**config.mk**
```make
export PLATFORM = sky130hd
export DESIGN_NAME = snb_cell
export DESIGN_NICKNAME = d
export VERILOG_FILES = /design/src/rtl/snb_pkg.sv /design/src/rtl/snb_cell.sv
export SDC_FILE = /design/constraint.sdc
export NUM_CORES = 1
export LEC_CHECK = 0
export BUFFER_PORTS_ARGS = -buffer_cell sky130_fd_sc_hd__buf_2
export CORE_AREA = 3 3 255 257
export CTS_BUF_LIST = sky130_fd_sc_hd__clkbuf_8
export CTS_CLUSTER_DIAMETER = 30
export CTS_CLUSTER_SIZE = 28
export DETAILED_ROUTE_END_ITERATION = 10
export DIE_AREA = 0 0 258 260
export PLACE_DENSITY_LB_ADDON = 0.12
export SETUP_SLACK_MARGIN = 0.3
export SYNTH_ARGS = -nofsm -noshare
export SYNTH_HDL_FRONTEND = slang
export SYNTH_SLANG_ARGS = --single-unit
export TNS_END_PERCENT = 30
```
**constraint.sdc**
```tcl
create_clock -name i_clk -period 0.8 [get_ports i_clk]
set_clock_uncertainty 0.1 [all_clocks]
set_input_delay 0.16 -clock i_clk [delete_from_list [all_inputs] [get_ports i_clk]]
set_output_delay 0.16 -clock i_clk [all_outputs]
set_load 0.005 [all_outputs]
```
**src/rtl/snb_pkg.sv**
```systemverilog
// Shared types and constants for the softened n-body force block.
`timescale 1ns / 1ps

package snb_pkg;

    // Body capacity and derived widths
    localparam int MAX_BODIES = 32;
    localparam int IDX_W      = $clog2(MAX_BODIES);
    localparam int CNT_W      = $clog2(MAX_BODIES + 1);

    // Arithmetic engine job
    typedef enum logic {
        OP_PAIR  = 1'b0,
        OP_ACCEL = 1'b1
    } t_eng_op;

    typedef struct packed {
        logic    go;
        t_eng_op op;
    } t_eng_req;

    typedef struct packed {
        logic done;
        logic clip;
    } t_eng_rsp;

    // One body as it travels along the ring of cells
    typedef struct packed {
        logic                  valid;
        logic [IDX_W-1:0]      idx;
        logic [2:0][31:0]      pos;
        logic [31:0]           mass;
        logic [1:0]            bin;
        logic [2:0][63:0]      acc;
    } t_body;

endpackage

```
**src/rtl/snb_cell.sv**
```systemverilog
// One ring cell: holds a single body and passes it to its neighbor on a shift.
`timescale 1ns / 1ps

module snb_cell import snb_pkg::*; (
    input  logic  i_clk,
    input  logic  i_rst_n,
    input  logic  i_shift,
    input  logic  i_clear,
    input  t_body i_d,
    output t_body o_q
);

    logic  r_valid;
    t_body r_body;

    // occupancy bit
    always_ff @(posedge i_clk) begin
        if (!i_rst_n) begin
            r_valid <= 1'b0;
        end else if (i_clear) begin
            r_valid <= 1'b0;
        end else if (i_shift) begin
            r_valid <= i_d.valid;
        end
    end

    // body payload
    always_ff @(posedge i_clk) begin
        if (i_shift) begin
            r_body <= i_d;
        end
    end

    always_comb begin
        o_q       = r_body;
        o_q.valid = r_valid;
    end

endmodule

```
Yosys cells after proc, flatten, opt, wreduce, memory -nomap -nowiden. Cells that the tools add are included.

Bitwise operators: 1. Reduce and logical (&&, ||, !) cells: 1.

Operators with widths (number): $reduce_or A2 Y1 (1); $not A1 Y1 (1).

Flip-flop bits (word level): 328. Logic and storage cells: 12.

Depth between registers and ports, before layout. Gate-level depths: netlist (run 1).

Depth after elaboration: 2. Mapped depth: 2. Gate-level depth less buffers: 2.

Worst setup path after synthesis (run 1). No wires, ideal clock.

Path type: flip-flop to flip-flop. From: register, netlist name r_valid. To: register r_valid. Required time: 0.581 ns. Data arrival time: 0.482 ns. Library setup time: 0.119 ns. Path slack: 0.099 ns. Buffers on the path: 0. Cell stages (with the launch flop): 3. Cells stage by stage: dfxtp_1 -> mux2i_1 -> nor3b_2.

RTL lines: end signal: assignment (line snb_cell.sv:23) `r_valid <= i_d.valid;`; end: declaration (line snb_cell.sv:13) `logic r_valid;`.

Final worst setup path (run 1).
From: register r_body (netlist bit o_q[199]). To: output o_q[199] (netlist bit).

RTL lines: start: declaration (line snb_cell.sv:14) `t_body r_body;`; start signal: assignment (line snb_cell.sv:30) `r_body <= i_d;`; end: declaration (line snb_cell.sv:10) `output t_body o_q`.

No word-level cell between the ends.

==> results of run 1 <==
metal layers:
layer	track usage (%)	wire [um]
met4	5.17	1100
met2	19.7	20200
met1	9.86	11800
met5	0	0
met3	4.57	3620
what timing repair did:
| item | 4_1_cts | 5_1_grt |
|---|---|---|
| setup endpoints to repair | 329 | 341 |
| hold endpoints to repair | 654 | 166 |
| pin swaps | 1 | 1 |
| gates resized for setup | 3 | 14 |
| cloned | 0 | 0 |
cells in the final DEF (no fill, tap or decap), drive strengths merged:
master	instances
buf	680
edfxtp	327
dlygate4sd3	317
clkbuf	94
clkinv	30
inv	18
clkinvlp	14
bufinv	13
dlymetal6s4s	12
mux2i	1
nor3b	1
dfxtp	1
final cells by class:
class	instances	area, um^2	share of cell area (%)
Sequential cell	328	9840	49.6
Timing Repair Buffer	1009	6910	34.8
Clock buffer	94	1290	6.52
Tap cell	846	1060	5.33
Clock inverter	75	734	3.70
Multi-Input combinational cell	2	22.5	0.113
power by group through the flow:
stage	Clock [mW]	Combinational, mW	Sequential, mW
after floorplan	0	0.00807	21.3
after global placement	0	3.17	21.1
after detailed placement	0	3.13	21.1
after CTS	25.3	4.48	20.8
after global routing	26.2	4.75	20.9
final	24.3	4.38	20.8
per-stage QoR:
step	cells	setup slack, ps	TNS (ps)	cell area [um^2]	utilization (%)
final	2354	-674	-192480	19900	31.5
after global routing	2354	-762	-226870	19900	31.5
after CTS	2354	-781	-230450	19800	31.5
after detailed placement	1856	-310	-86950	14500	23.0
after global placement	1856	-305	-86740	14500	23.0
after floorplan	331	99.3	0	9870	-
worst paths after layout:
| kind | start | endpoint | slack [ps] | cells after the start |
|---|---|---|---|---|
| max | o_q[199] | o_q[199] | -670 | 1 |
| min | i_d[327] | r_valid | -240 | 3 |
| max reg2reg | r_valid | r_valid | 60 | 2 |
| min reg2reg | r_valid | r_valid | 470 | 2 |
registers in the layout, indices dropped and copies added, names as in the netlist:
name and count:
r_valid 1, o_q 327
kinds of logic (layout without fill, tap and decap cells):
group / after synthesis / count (layout) / share of synthesized area, %
DFF: 328 / 328 / 99.7
muxes: 1 / 1 / 0.101
and+or+nand+nor: 1 / 1 / 0.127
buffers and inverters: 1 / 1178 / 0.0761
==> impl_metrics.csv, run 1 <==
group,metric,value,unit
pwr,p_seq_share,42.0,%
clock_tree,cts_setup_buffers,0,
synthesis,yosysMostFrequentCell,"edfxtp_1",
setup_path,crit_slowest_cell,"edfxtp_1",
timing,post-route-min-period,1470,ps
placement,gp_congestion,0.755,
synthesis,synthTopCellsByArea,"edfxtp_1, dfxtp_1, nor3b_2",
clock_tree,clk_latency,630,ps
synthesis,netlist_top_cells_count,"edfxtp_1, buf_4, dfxtp_1, mux2i_1, nor3b_2",
route,drc,0,
status,outcome,"finished, violations left",
setup_path,cp_cell_sequence,"buf_2",
route,wirelength,36800,um
timing,finalCritPeriodShare,184,%
timing,fmax,0.678,GHz
timing,timing.hold.ws,-242,ps
clock_tree,hold_buffers,329,
clock_tree,path_clk_slew,60,ps
clock_tree,clock-sinks,328,
synthesis,syn_nets,663,
floorplan,coreArea,63000,um^2
timing,setup_violations,328,
finish,antenna_cells,0,
clock_tree,cts_buffer_depth,3,
status,violations,"negative hold slack, negative setup slack",
floorplan,fp.dieW,258,um
pwr,p_sw_share,22.5,%
timing,timing.final.ws_setup,-674,ps
setup_path,crit_arrival,1210,ps
finish,syn2layout_area_growth,101,%
clock_tree,cts_tree,"built",
synthesis,synth_seq_area_share,99.7,%
floorplan,fp.dieH,260,um
timing,drv_slew,0,
setup_path,cp_top_family,"flip-flops",
pwr,switchingPower,11.1,mW
worst_hold_path,hp-class,"in2reg",
synthesis,netlist_instances,331,
synthesis,yosysWarnings,0,
flow_run,maxCapViolCount,0,
route,ant_nets,0,
route,via_per_inst,3.29,
floorplan,dieArea,67100,um^2
floorplan,rows,92,
synthesis,synthDominantCellAreaShare,99.5,%
clock_tree,cts_buffers,91,
synthesis,yosysUniqueCellTypes,5,
synthesis,synth_seq_cells,328,
route,vias,7736,
pwr,power_density,2490,nW/um^2
global_routing,antenna_found_initial,0,
floorplan,io_pins,660,
pwr,p_leak,8.49,nW
setup_path,max_stage_delay,430,ps
placement,place_hpwl,27000,um
clock_tree,clock-root-buffer,"clkbuf_8",
route,dr.pass1.iters,4,
setup_path,critical_path_required,540,ps
setup_path,critPathLaunchType,"flip-flop",
pwr,p_comb_share,8.9,%
setup_path,crit_buf_inv,1,
global_routing,grt_use_total,10.6,%
setup_path,worstSetupPathType,"reg2out",
timing,worstMarginPinSlew,217,ps
setup_path,cp-end-kind,"primary output",
finish,num-fill-cells,6326,
global_routing,grt_pass1_wl,53600,um
synthesis,synth_area_per_cell,29.8,um^2
synthesis,synth_area,9870,um^2
finish,drive_gt1_share,54.5,%
route,wl_per_cell,15.6,um
route,drt_iter0_drc,283,
global_routing,grt_max_degree,37,
timing,relSlewSlack,85.5,%
finish,final_nets,1764,
floorplan,initial_utilization,15.7,%
pwr,ir_drop,1.36,mV
pwr,p_int,38.3,mW
clock_tree,htree_levels,3,
synthesis,yosysTopAreaCell,"edfxtp_1",
setup_path,path_max_fanout,1,
timing,hold_viol,49,
pwr,finalPower,49.4,mW
pwr,clockPowerShare,49.1,%
synthesis,synthArstFlopShare,0,%
synthesis,synth-edff-count,327,
synthesis,synth_flop_cell,"edfxtp_1",
global_routing,grt-ovfl-total,0,
global_routing,first_global_vias,9012,
placement,io_buffers,659,
timing,rsz0062_at_grt,"yes",
No activity file was read; power rests on OpenSTA's default activity.
==> run 2: changes to the inputs <==
MAX_ROUTING_LAYER = met4   (was unset)
==> impl_metrics.csv, run 2 (same netlist as run 1, synthesis figures left out) <==
group,metric,value,unit
status,outcome,"finished, violations left",
status,violations,"negative hold slack, negative setup slack",
placement,place_hpwl,27000,um
clock_tree,clock-root-buffer,"clkbuf_8",
pwr,ir_drop,1.36,mV
timing,timing.final.ws_setup,-673,ps
route,drt_iter0_drc,287,
timing,relSlewSlack,84.9,%
finish,largest_reg_flops,327,
placement,gp_congestion,0.765,
floorplan,fp.dieH,260,um
setup_path,rr_worst_depth,2,
global_routing,grt-ovfl-total,0,
timing,fin_tns_setup,-191770,ps
setup_path,reg2reg_slack,60,ps
global_routing,grt_use_total,10.9,%
setup_path,critPathLaunchType,"flip-flop",
timing,rsz0062_at_grt,"yes",
finish,final_nets,1764,
finish,drive_gt1_share,54.5,%
clock_tree,cts_buffer_depth,3,
placement,preCtsSetupSlack,-310,ps
timing,post-route-min-period,1470,ps
floorplan,io_pins,660,
setup_path,max_stage_delay,430,ps
timing,drv_slew,0,
finish,stdcell_count,2354,
route,dr.pass1.iters,4,
setup_path,crit_cells,1,
setup_path,path_max_fanout,1,
setup_path,cp_top_family,"flip-flops",
finish,layout_common_cells,"buf_2, edfxtp_1, dlygate4sd3_1",
timing,worstMarginPinSlew,227,ps
floorplan,coreArea,63000,um^2
finish,multi_input_area,22.5,um^2
finish,final_common_cell,"buf_2",
global_routing,antenna_found_initial,0,
setup_path,crit_buf_inv,1,
global_routing,grt_pass1_wl,53400,um
setup_path,cp-end-kind,"primary output",
pwr,p_leak,8.52,nW
finish,antenna_cells,0,
clock_tree,cts_setup_buffers,0,
route,vias,7747,
timing,hold_viol,51,
setup_path,crit_path_end,"o_q[199]",
finish,regArea,9840,um^2
clock_tree,path_clk_slew,60,ps
setup_path,regToRegEndpoint,"r_valid",
timing,fmax,0.679,GHz
global_routing,grt_max_degree,37,
setup_path,worstSetupPathType,"reg2out",
floorplan,fp.dieW,258,um
clock_tree,clock-sinks,328,
clock_tree,cts_tree,"built",
timing,timing.hold.ws,-241,ps
timing,setup_violations,328,
worst_hold_path,hold_start,"i_d[327]",
worst_hold_path,hp-class,"in2reg",
finish,syn2layout_area_growth,101,%
clock_tree,clk_latency,630,ps
route,wl_per_cell,15.6,um
setup_path,critical_path_required,540,ps
clock_tree,hold_buffers,329,
route,wirelength,36800,um
setup_path,crit_arrival,1210,ps
placement,io_buffers,659,
global_routing,first_global_vias,9015,
setup_path,r2r_start,"r_valid",
floorplan,rows,92,
placement,dpl.cell_count,1856,
flow_run,maxCapViolCount,0,
clock_tree,htree_levels,3,
route,ant_nets,0,
setup_path,crit_slowest_cell,"edfxtp_1",
timing,finalCritPeriodShare,184,%
setup_path,crit_start,"o_q[199]",
clock_tree,cts_buffers,91,
route,via_per_inst,3.29,
route,drc,0,
setup_path,cp_cell_sequence,"buf_2",
finish,num-fill-cells,6323,
floorplan,dieArea,67100,um^2
floorplan,initial_utilization,15.7,%
pwr,power_density,2490,nW/um^2
## run 2: changes by cell type in the layout (fill, tap and decap cells not counted), sizes merged
cell,previous run,this run
dlymetal6s4s,12,16
dlygate4sd3,317,313
## run 2: how the worst min path moves through the flow
stage | end | slack (ps) | cells past startpoint
final | r_valid | -240 | 3
after floorplan | r_valid | 130 | 1
after CTS | r_valid | -330 | 3
after global placement | o_q[158] | 240 | 1
after global routing | r_valid | -290 | 3
after detailed placement | r_valid | 230 | 2
## run 2: layer usage
layer	track usage, %	vias up	wire, um
met5	-	-	0
met4	5.17	0	1100
met3	4.08	78	3270
met2	19.7	397	20300
met1	10.2	3670	12100
li1	-	3602	-
## run 2: area by class of cell
cell class,instances,area share (%)
clock inverters,75,3.70
well taps,846,5.33
clock buffers,94,6.51
flip-flops and latches,328,49.5
multi-input cells,2,0.113
repair buffers,1009,34.8
## run 2: repair_timing
action                                  CTS  global route
endpoints found under the setup margin  329           345
cloned                                    0             0
pin swaps                                 1             1
endpoints found under the hold margin   654           140
resized for setup                         3            18
## run 2: metrics by stage
stage	power (mW)	util [%]	instance area (um^2)
floorplan	21.3	-	9870
global placement	24.3	23.0	14500
detailed placement	24.2	23.0	14500
CTS	50.5	31.5	19800
global route	51.9	31.6	19900
finish	49.4	31.6	19900
## run 2: power by group
group	internal, mW	switching, mW	total, mW	leakage (nW)
clock network	15.3	8.96	24.3	1.05
logic	2.59	1.79	4.38	4.26
registers	20.5	0.331	20.8	3.21
total	38.3	11.1	49.4	8.52
==> run 3: changes to the inputs <==
BUFFER_PORTS_ARGS = -buffer_cell sky130_fd_sc_hd__clkbuf_2   (was -buffer_cell sky130_fd_sc_hd__buf_2)
CORE_AREA = 3 3 253 255   (was 3 3 255 257)
CTS_BUF_LIST = sky130_fd_sc_hd__clkbuf_8 sky130_fd_sc_hd__clkbuf_16   (was sky130_fd_sc_hd__clkbuf_8)
DIE_AREA = 0 0 256 258   (was 0 0 258 260)
SLEW_MARGIN = 20   (was unset)
==> impl_metrics.csv, run 3 (same netlist as run 1, synthesis figures left out) <==
group,metric,value,unit
status,outcome,"finished, violations left",
status,violations,"negative hold slack, negative setup slack",
clock_tree,cts_buffer_depth,3,
timing,finalCritPeriodShare,174,%
timing,timing.final.ws_setup,-594,ps
pwr,finalPower,58.8,mW
setup_path,crit_arrival,1130,ps
finish,drive_gt1_share,62.6,%
global_routing,antenna_found_initial,2,
clock_tree,htree_levels,3,
route,dr.pass1.iters,4,
finish,final_area,19600,um^2
floorplan,rows,91,
setup_path,max_stage_delay,410,ps
pwr,p_leak,9.78,nW
timing,relSlewSlack,88.5,%
finish,final_common_cell,"clkbuf_2",
route,via_per_inst,3.33,
setup_path,regToRegEndpoint,"r_valid",
clock_tree,clock-root-buffer,"clkbuf_16",
clock_tree,cts_buffers,88,
flow_run,maxCapViolCount,0,
setup_path,worstSetupPathType,"reg2out",
worst_hold_path,holdPathStages,1,
floorplan,dieArea,66000,um^2
global_routing,grt_use_total,10.7,%
placement,dpl.cell_count,1861,
timing,hold_viol,356,
setup_path,critical_path_required,540,ps
setup_path,crit_slowest_cell,"edfxtp_1",
timing,fmax,0.717,GHz
worst_hold_path,hp-class,"in2reg",
floorplan,initial_utilization,16.0,%
finish,final_nets,1634,
floorplan,io_pins,660,
timing,worstMarginPinSlew,167,ps
timing,setup_violations,328,
finish,num-fill-cells,6183,
clock_tree,cts_setup_buffers,0,
route,ant_nets,0,
setup_path,r2r_start,"r_valid",
setup_path,path_max_fanout,1,
placement,placedInstanceArea,14600,um^2
route,wirelength,35700,um
placement,gp_congestion,0.780,
timing,drv_slew,0,
timing,post-route-min-period,1390,ps
finish,final_util,31.8,%
finish,largest_reg_flops,327,
clock_tree,cts_tree,"built",
setup_path,cp-end-kind,"primary output",
setup_path,crit_buf_inv,1,
finish,layout_common_cells,"clkbuf_2, edfxtp_1, dlymetal6s4s_1",
floorplan,fp.dieH,258,um
setup_path,cp_cell_sequence,"clkbuf_2",
setup_path,rr_worst_depth,2,
route,drc,0,
worst_hold_path,hold_start,"i_d[69]",
timing,rsz0062_at_grt,"yes",
worst_hold_path,hold_path_end,"o_q[69]",
pwr,ir_drop,1.93,mV
clock_tree,hold_buffers,188,
route,wl_per_cell,16.2,um
placement,preCtsSetupSlack,-319,ps
global_routing,grt_max_degree,27,
finish,regArea,9840,um^2
clock_tree,clk_latency,570,ps
route,drt_iter0_drc,199,
finish,stdcell_count,2208,
pwr,power_density,2990,nW/um^2
global_routing,grt_pass1_wl,51500,um
global_routing,grt-ovfl-total,0,
clock_tree,clock-sinks,328,
setup_path,critPathLaunchType,"flip-flop",
placement,place_hpwl,27500,um
floorplan,coreArea,61800,um^2
route,vias,7355,
setup_path,reg2reg_slack,50,ps
finish,multi_input_area,22.5,um^2
clock_tree,path_clk_slew,40,ps
timing,timing.hold.ws,-344,ps
global_routing,first_global_vias,8350,
floorplan,fp.dieW,256,um
timing,fin_tns_setup,-173130,ps
finish,syn2layout_area_growth,98.9,%
setup_path,cp_top_family,"flip-flops",
placement,io_buffers,659,
-- run 3: cell types whose count changed in the layout (fill, tap and decap cells not counted), sizes merged --
cell,previous run,this run
inv,18,14
clkinvlp,14,3
diode,0,2
buf,680,41
clkbuf,94,779
dlymetal6s4s,16,151
bufinv,13,12
dlygate4sd3,313,1
clkinv,30,38
-- run 3: worst max path at each step --
stage	depth (start not counted)	start	slack [ps]	end
finish	1	o_q[186]	-590	o_q[186]
global route	1	o_q[166]	-660	o_q[166]
CTS	1	o_q[186]	-670	o_q[186]
detailed placement	3	i_shift	-320	o_q[273]
global placement	3	i_shift	-320	o_q[301]
floorplan	2	r_valid	100	r_valid
-- run 3: where the power goes --
group	internal (mW)	switching, mW	leakage, nW
clock network	23.9	10.0	1.47
registers	20.5	0.389	3.21
logic	2.25	1.67	5.10
total	46.7	12.1	9.78
-- run 3: final cells by class --
| type | instances | area share [%] |
|---|---|---|
| Timing Repair Buffer | 882 | 29.6 |
| Tap cell | 837 | 5.33 |
| Multi-Input combinational cell | 2 | 0.115 |
| Clock inverter | 67 | 3.36 |
| Sequential cell | 328 | 50.1 |
| Antenna cell | 2 | 0.0255 |
| Clock buffer | 90 | 11.5 |
-- run 3: routing by layer --
| metal | wire [um] | GRT usage (%) |
|---|---|---|
| met5 | 0 | - |
| met4 | 1150 | 4.89 |
| met3 | 3020 | 4.17 |
| met2 | 20000 | 19.7 |
| met1 | 11500 | 9.80 |
-- run 3: timing repair --
item	CTS	global route
pin swaps	1	1
endpoints found under the setup margin	329	537
resized for setup	2	195
endpoints found under the hold margin	357	356
