$ cat src/rtl/snb_pkg.sv
// Shared types and constants for the softened n-body force block.
`timescale 1ns / 1ps

package snb_pkg;

    // Body capacity and derived widths
    localparam int MAX_BODIES = 32;
    localparam int IDX_W      = $clog2(MAX_BODIES);
    localparam int CNT_W      = $clog2(MAX_BODIES + 1);

    // Arithmetic engine job
    typedef enum logic {
        OP_PAIR  = 1'b0,
        OP_ACCEL = 1'b1
    } t_eng_op;

    typedef struct packed {
        logic    go;
        t_eng_op op;
    } t_eng_req;

    typedef struct packed {
        logic done;
        logic clip;
    } t_eng_rsp;

    // One body as it travels along the ring of cells
    typedef struct packed {
        logic                  valid;
        logic [IDX_W-1:0]      idx;
        logic [2:0][31:0]      pos;
        logic [31:0]           mass;
        logic [1:0]            bin;
        logic [2:0][63:0]      acc;
    } t_body;

endpackage

$ cat src/rtl/snb_div.sv
// Restoring divider, one quotient bit per cycle: 128-bit dividend, 101-bit divisor.
`timescale 1ns / 1ps

module snb_div import snb_pkg::*; (
    input  logic         i_clk,
    input  logic         i_rst_n,
    input  logic         i_go,
    input  logic [127:0] i_num,
    input  logic [100:0] i_den,
    output logic         o_done,
    output logic [63:0]  o_q,
    output logic         o_ovf
);

    logic         r_busy;
    logic         r_done;
    logic [6:0]   r_cnt;
    logic [127:0] r_num;
    logic [100:0] r_den;
    logic [100:0] r_rem;
    logic [63:0]  r_q;
    logic         r_ovf;

    logic [101:0] n_rem2;
    logic         n_ge;
    logic [100:0] n_rem;

    // one shift-compare-subtract step
    always_comb begin
        n_rem2 = {r_rem, r_num[127]};
        n_ge   = (n_rem2 >= {1'b0, r_den});
        n_rem  = n_ge ? 101'(n_rem2 - {1'b0, r_den}) : n_rem2[100:0];
    end

    always_ff @(posedge i_clk) begin
        if (!i_rst_n) begin
            r_busy <= 1'b0;
            r_done <= 1'b0;
        end else begin
            r_done <= 1'b0;
            if (i_go) begin
                r_busy <= 1'b1;
                r_cnt  <= 7'd127;
                r_num  <= i_num;
                r_den  <= i_den;
                r_rem  <= '0;
                r_q    <= '0;
                r_ovf  <= 1'b0;
            end else if (r_busy) begin
                r_num <= {r_num[126:0], 1'b0};
                r_rem <= n_rem;
                r_q   <= {r_q[62:0], n_ge};
                // a bit leaving the top means the quotient needs more than 64 bits
                r_ovf <= r_ovf | r_q[63];
                r_cnt <= r_cnt - 7'd1;
                if (r_cnt == '0) begin
                    r_busy <= 1'b0;
                    r_done <= 1'b1;
                end
            end
        end
    end

    assign o_done = r_done;
    assign o_q    = r_q;
    assign o_ovf  = r_ovf;

endmodule

$ cat src/rtl/snb_engine.sv
// Bit-serial arithmetic engine: pair force terms and force-to-acceleration division.
`timescale 1ns / 1ps

module snb_engine import snb_pkg::*; (
    input  logic             i_clk,
    input  logic             i_rst_n,
    input  t_eng_req         i_req,
    input  logic [2:0][31:0] i_pos_a,
    input  logic [2:0][31:0] i_pos_b,
    input  logic [31:0]      i_mass_a,
    input  logic [31:0]      i_mass_b,
    input  logic [31:0]      i_grav,
    input  logic [31:0]      i_soft,
    input  logic [2:0][63:0] i_force,
    output t_eng_rsp         o_rsp,
    output logic [2:0][63:0] o_res
);

    typedef enum logic [11:0] {
        E_IDLE = 12'b0000_0000_0001,
        E_SQ   = 12'b0000_0000_0010,
        E_EPS  = 12'b0000_0000_0100,
        E_SQRT = 12'b0000_0000_1000,
        E_DN   = 12'b0000_0001_0000,
        E_GM1  = 12'b0000_0010_0000,
        E_GM2  = 12'b0000_0100_0000,
        E_NUM  = 12'b0000_1000_0000,
        E_DIV  = 12'b0001_0000_0000,
        E_AGO  = 12'b0010_0000_0000,
        E_ADIV = 12'b0100_0000_0000,
        E_DONE = 12'b1000_0000_0000
    } t_eng_state;

    t_eng_state       r_state;
    logic [1:0]       r_c;
    logic [5:0]       r_cnt;
    logic [127:0]     r_ma;
    logic [32:0]      r_mb;
    logic [127:0]     r_acc;
    logic [2:0][31:0] r_dabs;
    logic [2:0]       r_dneg;
    logic [65:0]      r_q;
    logic [66:0]      r_s;
    logic [67:0]      r_rad;
    logic [35:0]      r_rem;
    logic [33:0]      r_root;
    logic [99:0]      r_dn;
    logic [95:0]      r_gmm;
    logic [2:0][63:0] r_res;
    logic             r_clip;

    logic signed [32:0] w_d [3];
    logic [2:0][31:0]   w_dabs;
    logic [2:0]         w_dneg;
    logic [127:0]       n_acc;
    logic [37:0]        n_rem2;
    logic [37:0]        w_trial;
    logic               w_ge;
    logic [35:0]        n_rem;
    logic [33:0]        n_root;
    logic               w_div_go;
    logic [127:0]       w_div_num;
    logic [100:0]       w_div_den;
    logic               w_div_done;
    logic [63:0]        w_div_q;
    logic               w_div_ovf;
    logic [63:0]        w_fabs;
    logic               w_fneg;
    logic [63:0]        w_mag;
    logic [63:0]        w_term;
    logic               w_aclip;
    logic [47:0]        w_aq;

    // position differences and their magnitudes
    always_comb begin
        for (int c = 0; c < 3; c++) begin
            w_d[c]    = $signed({i_pos_a[c][31], i_pos_a[c]})
                      - $signed({i_pos_b[c][31], i_pos_b[c]});
            w_dneg[c] = w_d[c][32];
            w_dabs[c] = w_d[c][32] ? 32'(-w_d[c]) : w_d[c][31:0];
        end
    end

    // shift-add multiplier step
    assign n_acc = r_acc + (r_mb[0] ? r_ma : '0);

    // digit-by-digit square root step
    always_comb begin
        n_rem2  = {r_rem, r_rad[67:66]};
        w_trial = {2'b00, r_root, 2'b01};
        w_ge    = (n_rem2 >= w_trial);
        n_rem   = w_ge ? 36'(n_rem2 - w_trial) : n_rem2[35:0];
        n_root  = {r_root[32:0], w_ge};
    end

    // force magnitude for the acceleration job
    always_comb begin
        w_fneg = i_force[r_c][63];
        w_fabs = w_fneg ? (~i_force[r_c] + 64'd1) : i_force[r_c];
    end

    // divider feed
    always_comb begin
        w_div_go  = ((r_state == E_NUM) && (r_cnt == '0)) || (r_state == E_AGO);
        w_div_num = (r_state == E_AGO) ? {48'd0, w_fabs, 16'd0} : n_acc;
        w_div_den = (r_state == E_AGO) ? 101'(i_mass_a) : {1'b0, r_dn};
    end

    snb_div u_div (
        .i_clk   (i_clk),
        .i_rst_n (i_rst_n),
        .i_go    (w_div_go),
        .i_num   (w_div_num),
        .i_den   (w_div_den),
        .o_done  (w_div_done),
        .o_q     (w_div_q),
        .o_ovf   (w_div_ovf)
    );

    // pair term: saturated magnitude with the sign of d
    always_comb begin
        w_mag  = (w_div_ovf || w_div_q[63]) ? 64'h7FFF_FFFF_FFFF_FFFF : w_div_q;
        w_term = r_dneg[r_c] ? (~w_mag + 64'd1) : w_mag;
    end

    // acceleration clip to 48-bit signed
    always_comb begin
        if (w_fneg) begin
            w_aclip = w_div_ovf || (w_div_q[63:48] != '0)
                   || (w_div_q[47] && (w_div_q[46:0] != '0));
            w_aq    = w_aclip ? 48'h8000_0000_0000 : (~w_div_q[47:0] + 48'd1);
        end else begin
            w_aclip = w_div_ovf || (w_div_q[63:47] != '0);
            w_aq    = w_aclip ? 48'h7FFF_FFFF_FFFF : w_div_q[47:0];
        end
    end

    // sequencer
    always_ff @(posedge i_clk) begin
        if (!i_rst_n) begin
            r_state <= E_IDLE;
        end else begin
            unique case (r_state)
                E_IDLE: begin
                    if (i_req.go) begin
                        r_c    <= 2'd0;
                        r_res  <= '0;
                        r_clip <= 1'b0;
                        if (i_req.op == OP_PAIR) begin
                            r_dabs  <= w_dabs;
                            r_dneg  <= w_dneg;
                            r_acc   <= '0;
                            r_ma    <= 128'(w_dabs[0]);
                            r_mb    <= 33'(w_dabs[0]);
                            r_cnt   <= 6'd31;
                            r_state <= E_SQ;
                        end else begin
                            r_state <= E_AGO;
                        end
                    end
                end
                E_SQ, E_EPS, E_DN, E_GM1, E_GM2, E_NUM: begin
                    r_acc <= n_acc;
                    r_ma  <= {r_ma[126:0], 1'b0};
                    r_mb  <= {1'b0, r_mb[32:1]};
                    r_cnt <= r_cnt - 6'd1;
                    if (r_cnt == '0) begin
                        priority case (r_state)
                            E_SQ: begin
                                if (r_c == 2'd2) begin
                                    // coincident bodies contribute nothing
                                    if (n_acc == '0) begin
                                        r_state <= E_DONE;
                                    end else begin
                                        r_q     <= n_acc[65:0];
                                        r_ma    <= 128'(i_soft);
                                        r_mb    <= 33'(i_soft);
                                        r_cnt   <= 6'd31;
                                        r_state <= E_EPS;
                                    end
                                end else begin
                                    r_c   <= r_c + 2'd1;
                                    r_ma  <= 128'(r_dabs[r_c + 2'd1]);
                                    r_mb  <= 33'(r_dabs[r_c + 2'd1]);
                                    r_cnt <= 6'd31;
                                end
                            end
                            E_EPS: begin
                                r_s     <= n_acc[66:0];
                                r_rad   <= {2'b00, r_q};
                                r_rem   <= '0;
                                r_root  <= '0;
                                r_cnt   <= 6'd33;
                                r_state <= E_SQRT;
                            end
                            E_DN: begin
                                r_dn    <= n_acc[99:0];
                                r_acc   <= '0;
                                r_ma    <= 128'(i_grav);
                                r_mb    <= 33'(i_mass_a);
                                r_cnt   <= 6'd31;
                                r_state <= E_GM1;
                            end
                            E_GM1: begin
                                r_acc   <= '0;
                                r_ma    <= 128'(n_acc[63:0]);
                                r_mb    <= 33'(i_mass_b);
                                r_cnt   <= 6'd31;
                                r_state <= E_GM2;
                            end
                            E_GM2: begin
                                r_gmm   <= n_acc[95:0];
                                r_c     <= 2'd0;
                                r_acc   <= '0;
                                r_ma    <= 128'(n_acc[95:0]);
                                r_mb    <= 33'(r_dabs[0]);
                                r_cnt   <= 6'd31;
                                r_state <= E_NUM;
                            end
                            default: begin
                                r_state <= E_DIV;
                            end
                        endcase
                    end
                end
                E_SQRT: begin
                    r_rem  <= n_rem;
                    r_root <= n_root;
                    r_rad  <= {r_rad[65:0], 2'b00};
                    r_cnt  <= r_cnt - 6'd1;
                    if (r_cnt == '0) begin
                        r_acc   <= '0;
                        r_ma    <= 128'(r_s);
                        r_mb    <= n_root[32:0];
                        r_cnt   <= 6'd32;
                        r_state <= E_DN;
                    end
                end
                E_DIV: begin
                    if (w_div_done) begin
                        r_res[r_c] <= w_term;
                        if (r_c == 2'd2) begin
                            r_state <= E_DONE;
                        end else begin
                            r_c     <= r_c + 2'd1;
                            r_acc   <= '0;
                            r_ma    <= 128'(r_gmm);
                            r_mb    <= 33'(r_dabs[r_c + 2'd1]);
                            r_cnt   <= 6'd31;
                            r_state <= E_NUM;
                        end
                    end
                end
                E_AGO: begin
                    r_state <= E_ADIV;
                end
                E_ADIV: begin
                    if (w_div_done) begin
                        r_res[r_c] <= 64'(w_aq);
                        r_clip     <= r_clip | w_aclip;
                        if (r_c == 2'd2) begin
                            r_state <= E_DONE;
                        end else begin
                            r_c     <= r_c + 2'd1;
                            r_state <= E_AGO;
                        end
                    end
                end
                E_DONE: begin
                    r_state <= E_IDLE;
                end
                default: begin
                    r_state <= E_IDLE;
                end
            endcase
        end
    end

    assign o_rsp.done = (r_state == E_DONE);
    assign o_rsp.clip = r_clip;
    assign o_res      = r_res;

endmodule

$ cat config.mk
export PLATFORM = sky130hd
export DESIGN_NAME = snb_engine
export DESIGN_NICKNAME = d
export VERILOG_FILES = /design/src/rtl/snb_pkg.sv /design/src/rtl/snb_div.sv /design/src/rtl/snb_engine.sv
export SDC_FILE = /design/constraint.sdc
export NUM_CORES = 2
export LEC_CHECK = 0
export ABC_AREA = 1
export BUFFER_PORTS_ARGS = -buffer_cell sky130_fd_sc_hd__buf_2
export CAP_MARGIN = 40
export CORE_AREA = 2 2 509 511
export CTS_CLUSTER_DIAMETER = 150
export DETAILED_ROUTE_END_ITERATION = 16
export DIE_AREA = 0 0 511 513
export PLACE_DENSITY = 0.56
export SLEW_MARGIN = 30
export SYNTH_ARGS = -nofsm -noshare
export SYNTH_HDL_FRONTEND = slang
export SYNTH_SLANG_ARGS = --single-unit
$ cat constraint.sdc
create_clock -name i_clk -period 22.1 [get_ports i_clk]
set_input_delay 2.21 -clock i_clk [delete_from_list [all_inputs] [get_ports i_clk]]
set_output_delay 2.21 -clock i_clk [all_outputs]
set_load 0.01 [all_outputs]
== Word level (Yosys, flattened, before mapping) ==
Cells that the tools add are included.

* Flip-flop bits (word level): 1,472
* Bits in latches: 0
* Memory bits (writable): 0
* Memory bits (read-only): 0
* Input port bits: 516
* Output and inout port bits: 194
* Word-level logic and storage cells: 228
* Memories: 0

* Add/subtract/negate cells: 15
* Multipliers: 0
* Div/mod/pow operators: 0
* $lt $le $gt $ge: 5
* Equality and inequality tests: 24
* Shift-type cells: 0
* Muxes and demuxes: 107
* Bitwise logic cells: 9
* Reductions and logical operators: 38

{| class="wikitable"
|+ Operator list
! cell !! number
|-
| two-way mux 128 bit || 19
|-
| case mux 128 bit (4 select lines) || 3
|-
| two-way mux 192 bit || 3
|-
| case mux 192 bit (3 select lines) || 1
|-
| bitwise mux 192 bit || 2
|-
| two-way mux 64 bit || 6
|-
| case mux 33 bit (4 select lines) || 2
|-
| two-way mux 33 bit || 7
|-
| two-way mux 101 bit || 2
|-
| two-way mux 32 bit || 6
|-
| two-way mux 48 bit || 3
|-
| two-way mux 68 bit || 2
|-
| case mux 68 bit (2 select lines) || 1
|-
| adder 128 bit || 1
|-
| adder 64 x 1 -> 64 bit (second input constant) || 2
|-
| binary-select mux 64 bit (select 2 bit) || 1
|-
| demux 64 bit (select 2 bit) || 1
|-
| zero test 128 bit || 1
|-
| NOT 64 bit || 2
|-
| two-way mux 12 bit || 9
|-
| two-way mux 36 bit || 3
|-
| >= comparator 102 x 101 -> 1 bit || 1
|-
| subtractor 101 bit || 1
|-
| subtractor 32 x 32 -> 33 bit || 3
|-
| 63 further kinds || 116
|}

== Longest topological paths before layout ==
* Depth in word-level cells: 8
* Gate-level depth with buffers: 37
* Depth with buffers taken out: 32

== Modules after synthesis ==
From an unflattened synthesis, not the netlist that was laid out.

* Cells, all modules: 15,693
* Area total of the unflattened synthesis: 108,590.4 um^2

{| class="wikitable"
|+ Modules (own cells, without submodules)
! module !! instances !! cells each !! area each (um^2) !! seq. area each (um^2)
|-
| snb_engine || 1 || 11,859 || 81,765.9 || 31,950.6
|-
| snb_div || 1 || 3,834 || 26,824.5 || 12,111.6
|}

== Least setup slack after synthesis ==
Ideal clock, no wire load.

* Path type: register to register
* Start point: register r_cnt[0]
* End point: register u_div.r_busy
* Library setup time: 103 ps
* Arrival: 16,878 ps
* Data required time: 21,997 ps
* Slack: 5,119 ps
* Stages on the path, launching flop included: 16
* Buffers on the path: 1
* Clock period less this slack: 16,981 ps
* Cells stage by stage: edfxtp_1 inv_1 ha_1 nand2_1 nor2_1 inv_1 nor3_1 inv_1 nor2_1 inv_2 nand2_1 inv_2 clkbuf_1 o21ai_1 o21ai_0 inv_1

* Word-level cells in the longest chain between the ends: 4

{| class="wikitable"
|+ Ends and longest elaborated chain
! element !! line !! RTL
|-
| start, declared || snb_engine.sv:36 || <nowiki>logic [5:0] r_cnt;</nowiki>
|-
| start signal, assigned || snb_engine.sv:166 || <nowiki>r_cnt <= r_cnt - 6'd1;</nowiki>
|-
| start signal, assigned || snb_engine.sv:230 || <nowiki>r_cnt <= r_cnt - 6'd1;</nowiki>
|-
| zero test 6 bit || snb_engine.sv:104 || <nowiki>w_div_go = ((r_state == E_NUM) && (r_cnt == '0)) || (r_state == E_AGO);</nowiki>
|-
| logical AND 1 bit || snb_engine.sv:104 ||
|-
| logical OR 1 bit || snb_engine.sv:104 ||
|-
| two-way mux 1 bit || snb_div.sv:41 || <nowiki>if (i_go) begin</nowiki>
|-
| end signal, assigned || snb_div.sv:37 || <nowiki>r_busy <= 1'b0;</nowiki>
|-
| end signal, assigned || snb_div.sv:42 || <nowiki>r_busy <= 1'b1;</nowiki>
|-
| end signal, assigned || snb_div.sv:57 || <nowiki>r_busy <= 1'b0;</nowiki>
|-
| end, declared || snb_div.sv:15 || <nowiki>logic r_busy;</nowiki>
|}

No other way between the ends.
A chain may end at the register's enable or synchronous reset.

== Final worst setup path ==
* Start point: register r_mb[0]
* End point: register r_ma[92] (data pin)

* Word-level cells in the longest chain between the ends: 8

{| class="wikitable"
|+ Ends and longest elaborated chain
! element !! line !! RTL
|-
| start, declared || snb_engine.sv:38 || <nowiki>logic [32:0] r_mb;</nowiki>
|-
| start signal, assigned || snb_engine.sv:154 || <nowiki>r_mb <= 33'(w_dabs[0]);</nowiki>
|-
| start signal, assigned || snb_engine.sv:165 || <nowiki>r_mb <= {1'b0, r_mb[32:1]};</nowiki>
|-
| start signal, assigned || snb_engine.sv:177 || <nowiki>r_mb <= 33'(i_soft);</nowiki>
|-
| two-way mux 128 bit * || snb_engine.sv:85 || <nowiki>assign n_acc = r_acc + (r_mb[0] ? r_ma : '0);</nowiki>
|-
| adder 128 bit * || snb_engine.sv:85 ||
|-
| zero test 128 bit || snb_engine.sv:172 || <nowiki>if (n_acc == '0) begin</nowiki>
|-
| two-way mux 128 bit || snb_engine.sv:172 ||
|-
| two-way mux 128 bit || snb_engine.sv:170 || <nowiki>if (r_c == 2'd2) begin</nowiki>
|-
| case mux 128 bit (4 select lines) * || snb_engine.sv:168 || <nowiki>priority case (r_state)</nowiki>
|-
| two-way mux 128 bit * || snb_engine.sv:167 || <nowiki>if (r_cnt == '0) begin</nowiki>
|-
| case mux 128 bit (4 select lines) * || snb_engine.sv:143 || <nowiki>unique case (r_state)</nowiki>
|-
| end signal, assigned || snb_engine.sv:153 || <nowiki>r_ma <= 128'(w_dabs[0]);</nowiki>
|-
| end signal, assigned || snb_engine.sv:164 || <nowiki>r_ma <= {r_ma[126:0], 1'b0};</nowiki>
|-
| end signal, assigned || snb_engine.sv:176 || <nowiki>r_ma <= 128'(i_soft);</nowiki>
|-
| end, declared || snb_engine.sv:37 || <nowiki>logic [127:0] r_ma;</nowiki>
|}

Mark *: on every way between the ends. The rest lies on a longest branch, timed or not.

==> impl_metrics.toml <==
[synthesis]
synth_fa_ha_area_frac = 0.0465
syn-cell-area_mm2 = 0.102
ys_types = 71
ys_ff_latch = 1471
synth_top_area_frac = 0.428
yosys_warnings = 0
yosys_most_used_dff = "edfxtp_1"
syn_avg_cell_area_um2 = 7.42
synth_edf_count = 1457
yosysTopAreaCell = "edfxtp_1"
async_flop_share = 0
synth_nets = 14700
synth-xor-area-share = 0.0300
synth_compound_area_frac = 0.125
synth-seq-area-share = 0.431
muxShareOfSynthArea = 0
netlist_top_cells_area = "edfxtp_1 43%, nand2_1 14%, inv_1 8.8%"
synthCells = 13800
synth_top_family_by_area = "simple AND/OR/NAND/NOR gates"
synthSimpleGateAreaFrac = 0.259

[place]
pre_cts_ws_ns = 14.82
gp_congestion = 1.02
dp_hpwl_um = 340000
io_buffer_count = 709

[min_path]
min_from = "r_state[6]$_SDFFE_PN0P_"
hold_path.class = "reg2reg"
hold_end = "r_state[6]$_SDFFE_PN0P_"
min_path_cells = 2

[layout]
area_growth_pct = 13.2
postLayoutCoreUtil = 0.452
final_nets = 15300
drive_gt1_frac = 0.0988

[cts]
path_clk_slew_ns = 0.06
cts_setup_buffers = 0
cts.sinks = 1471
cts_max_level = 4
tritoncts = "yes"
cts_made_buffers = 169
holdBufCountCts = 0
cts_resized = 0
cts_buffer_depth = 3
cts_root_buf = "clkbuf_16"
insertion_delay_ns = 0.86

[critical_path]
reg2reg_slack_ns = 14.82
cpMaxStageDelayCell = "xnor2_1"
r2r_end = "r_ma[92]$_DFFE_PP_"
worst_path_most_repeated_cell = "nand2_1"
slowest_delay_ns = 0.59
critPathKind = "reg2reg"
crit_path_end_kind = "register"
reg2regPathDepth = 31
start_kind = "register"
required_ns = 22.78
r2r_start = "r_mb[0]$_DFFE_PP_"
cp.arrival_ns = 7.97
cp_max_fo = 128

[power]
switchingPower_uw = 6130
powerDensity_mw_per_mm2 = 112
p_int_uw = 6880
p_leak_uw = 0.0528
peakVddDrop_v = 0.0000804
clockPowerShare = 0.220
pwr-share-seq = 0.316
p_total_uw = 13000
p_sw_frac = 0.471
comb_power_share = 0.464

[timing]
slew_viol_final = 0
rsz0062_at_grt = "false"
setup_violations = 0
tightest_slew_ns = 1.08
fin_setup_tns_ns = 0
period_share = 0.329
max_freq_mhz = 137
finalWorstSetupSlack_ns = 14.82
finalClockSkew_ns = 0.0533
hold_viol_final = 0
period_minus_slack_ns = 7.28
hold_ws_ns = 0.486
relSlewSlack = 0.282

[global_route]
grt_pass1_wl_um = 623000
grt_max_degree = 129
track_usage = 0.318
grt_pass1_vias = 91300
antenna_found_initial = 23
grt-ovfl-total = 0

[floorplan]
coreArea_mm2 = 0.256
dieArea_mm2 = 0.262
die_h_um = 513
start_util = 0.399
rows = 186
ios = 710
die-width_um = 511

[drt]
avgRoutedWirePerCell_um = 24.0
vias = 97500
first_iter_violations = 11500
first_pass_iters = 9
routed_wl_um = 431000
vias_per_cell = 5.43
route.detailed.drc = 0
ant_nets = 0

[run_status]
status = "completed"

[run]
drv_cap = 0
power groups by stage:
stage                     registers, uW  clock network, uW  logic [uW]
after global placement             4170                  0        5870
after detailed placement           4160                  0        5900
after CTS                          4110               2890        5920
final                              4120               2860        6040
after floorplan                    4350                  0        3210
after global routing               4140               2990        6460
Yosys cell counts (8+ instances only):
master,n
a211oi_1,41
a21boi_0,12
a21o_1,31
a21oi_1,744
a221oi_1,37
a22o_1,51
a22oi_1,43
a31oi_1,156
a32oi_1,44
buf_1,44
buf_2,54
buf_6,8
clkbuf_1,311
clkinv_1,15
dfxtp_1,14
edfxtp_1,1457
ha_1,372
inv_1,2400
inv_2,65
nand2_1,3797
nand2_2,21
nand3_1,528
nand3_2,9
nand3b_1,26
nand4_1,164
nor2_1,1574
nor2_2,22
nor3_1,127
nor3_2,11
nor4_1,45
o211ai_1,95
o21a_1,55
o21ai_0,701
o21ai_1,14
o21bai_1,27
o221ai_1,26
o22ai_1,58
o311ai_0,11
o31ai_1,25
or2_2,126
xnor2_1,147
xor2_1,199
how the worst max path moves through the flow:
stage	startpoint	cells after the start	end
floorplan	r_cnt[0]$_DFFE_PP_	15	u_div.r_busy$_SDFF_PN0_
global placement	r_cnt[0]$_DFFE_PP_	16	u_div.r_num[98]$_DFFE_PP_
detailed placement	r_mb[0]$_DFFE_PP_	30	r_ma[92]$_DFFE_PP_
CTS	r_mb[0]$_DFFE_PP_	30	r_ma[92]$_DFFE_PP_
global route	r_mb[0]$_DFFE_PP_	32	r_ma[94]$_DFFE_PP_
finish	r_mb[0]$_DFFE_PP_	31	r_ma[92]$_DFFE_PP_
metal layers:
layer	global-route usage	routed length, um	up-vias
met3	0.0436	34200	601
li1	-	-	46100
met5	0	72	-
met1	0.448	189000	46300
met4	0.110	16400	12
met2	0.500	191000	4449
cell families (layout without fill, tap and decap cells):
| family | after synthesis | count (layout) |
|---|---|---|
| AO/OA/AOI/OAI | 2196 | 2196 |
| XOR/XNOR | 348 | 348 |
| adder cells (fa/ha/maj) | 377 | 377 |
| buffers and inverters | 2904 | 3687 |
| flip-flops | 1471 | 1471 |
| other | 0 | 9 |
| AND/OR/NAND/NOR | 6484 | 6484 |
through the flow:
stage / std cells / instance area, um^2
3_5_place_dp: 17600 / 110000
5_1_grt: 18000 / 116000
3_3_place_gp: 17600 / 110000
2_1_floorplan: 13800 / 102000
4_1_cts: 17900 / 116000
6_report: 18000 / 116000
cell usage in the layout (no fill, tap or decap), drive strengths merged, types with 206 or more instances in the layout:
cell    netlist  layout
buf         113     892
nand3       538     538
edfxtp     1457    1457
a21oi       744     744
nor2       1601    1601
o21ai       716     716
inv        2465    2471
clkbuf      311     206
nand2      3818    3818
ha          372     372
state kept, by name, summed over array words and instances, names as in the netlist, 7 cells and up:
name         flops
r_q             66
u_div.r_num    128
r_acc          128
r_dn           100
r_s             67
r_mb            33
u_div.o_q       64
r_gmm           96
u_div.r_den    100
r_rad           68
u_div.r_rem    101
r_rem           36
r_ma           128
u_div.r_cnt      7
r_dabs          96
r_root          34
r_state         12
o_res          192
cell type report:
| type | count | area [um^2] |
|---|---|---|
| fillers | 26300 | 140000 |
| multi-input cells | 9405 | 47400 |
| flip-flops and latches | 1471 | 44000 |
| inverters | 2480 | 9330 |
| repair buffers | 897 | 5240 |
| clock buffers | 204 | 4360 |
| well taps | 3384 | 4230 |
| clock inverters | 106 | 1160 |
| diodes | 9 | 22.5 |
critical path, delay by kind of cell (launching register included):
kind          cells  cell delay, ns
xor+xnor          1            0.59
fa+ha+maj         2            0.62
buf+inv           6            1.71
flops             1            0.41
simple gates     22            3.44
Power figures use the tool's default switching activity.
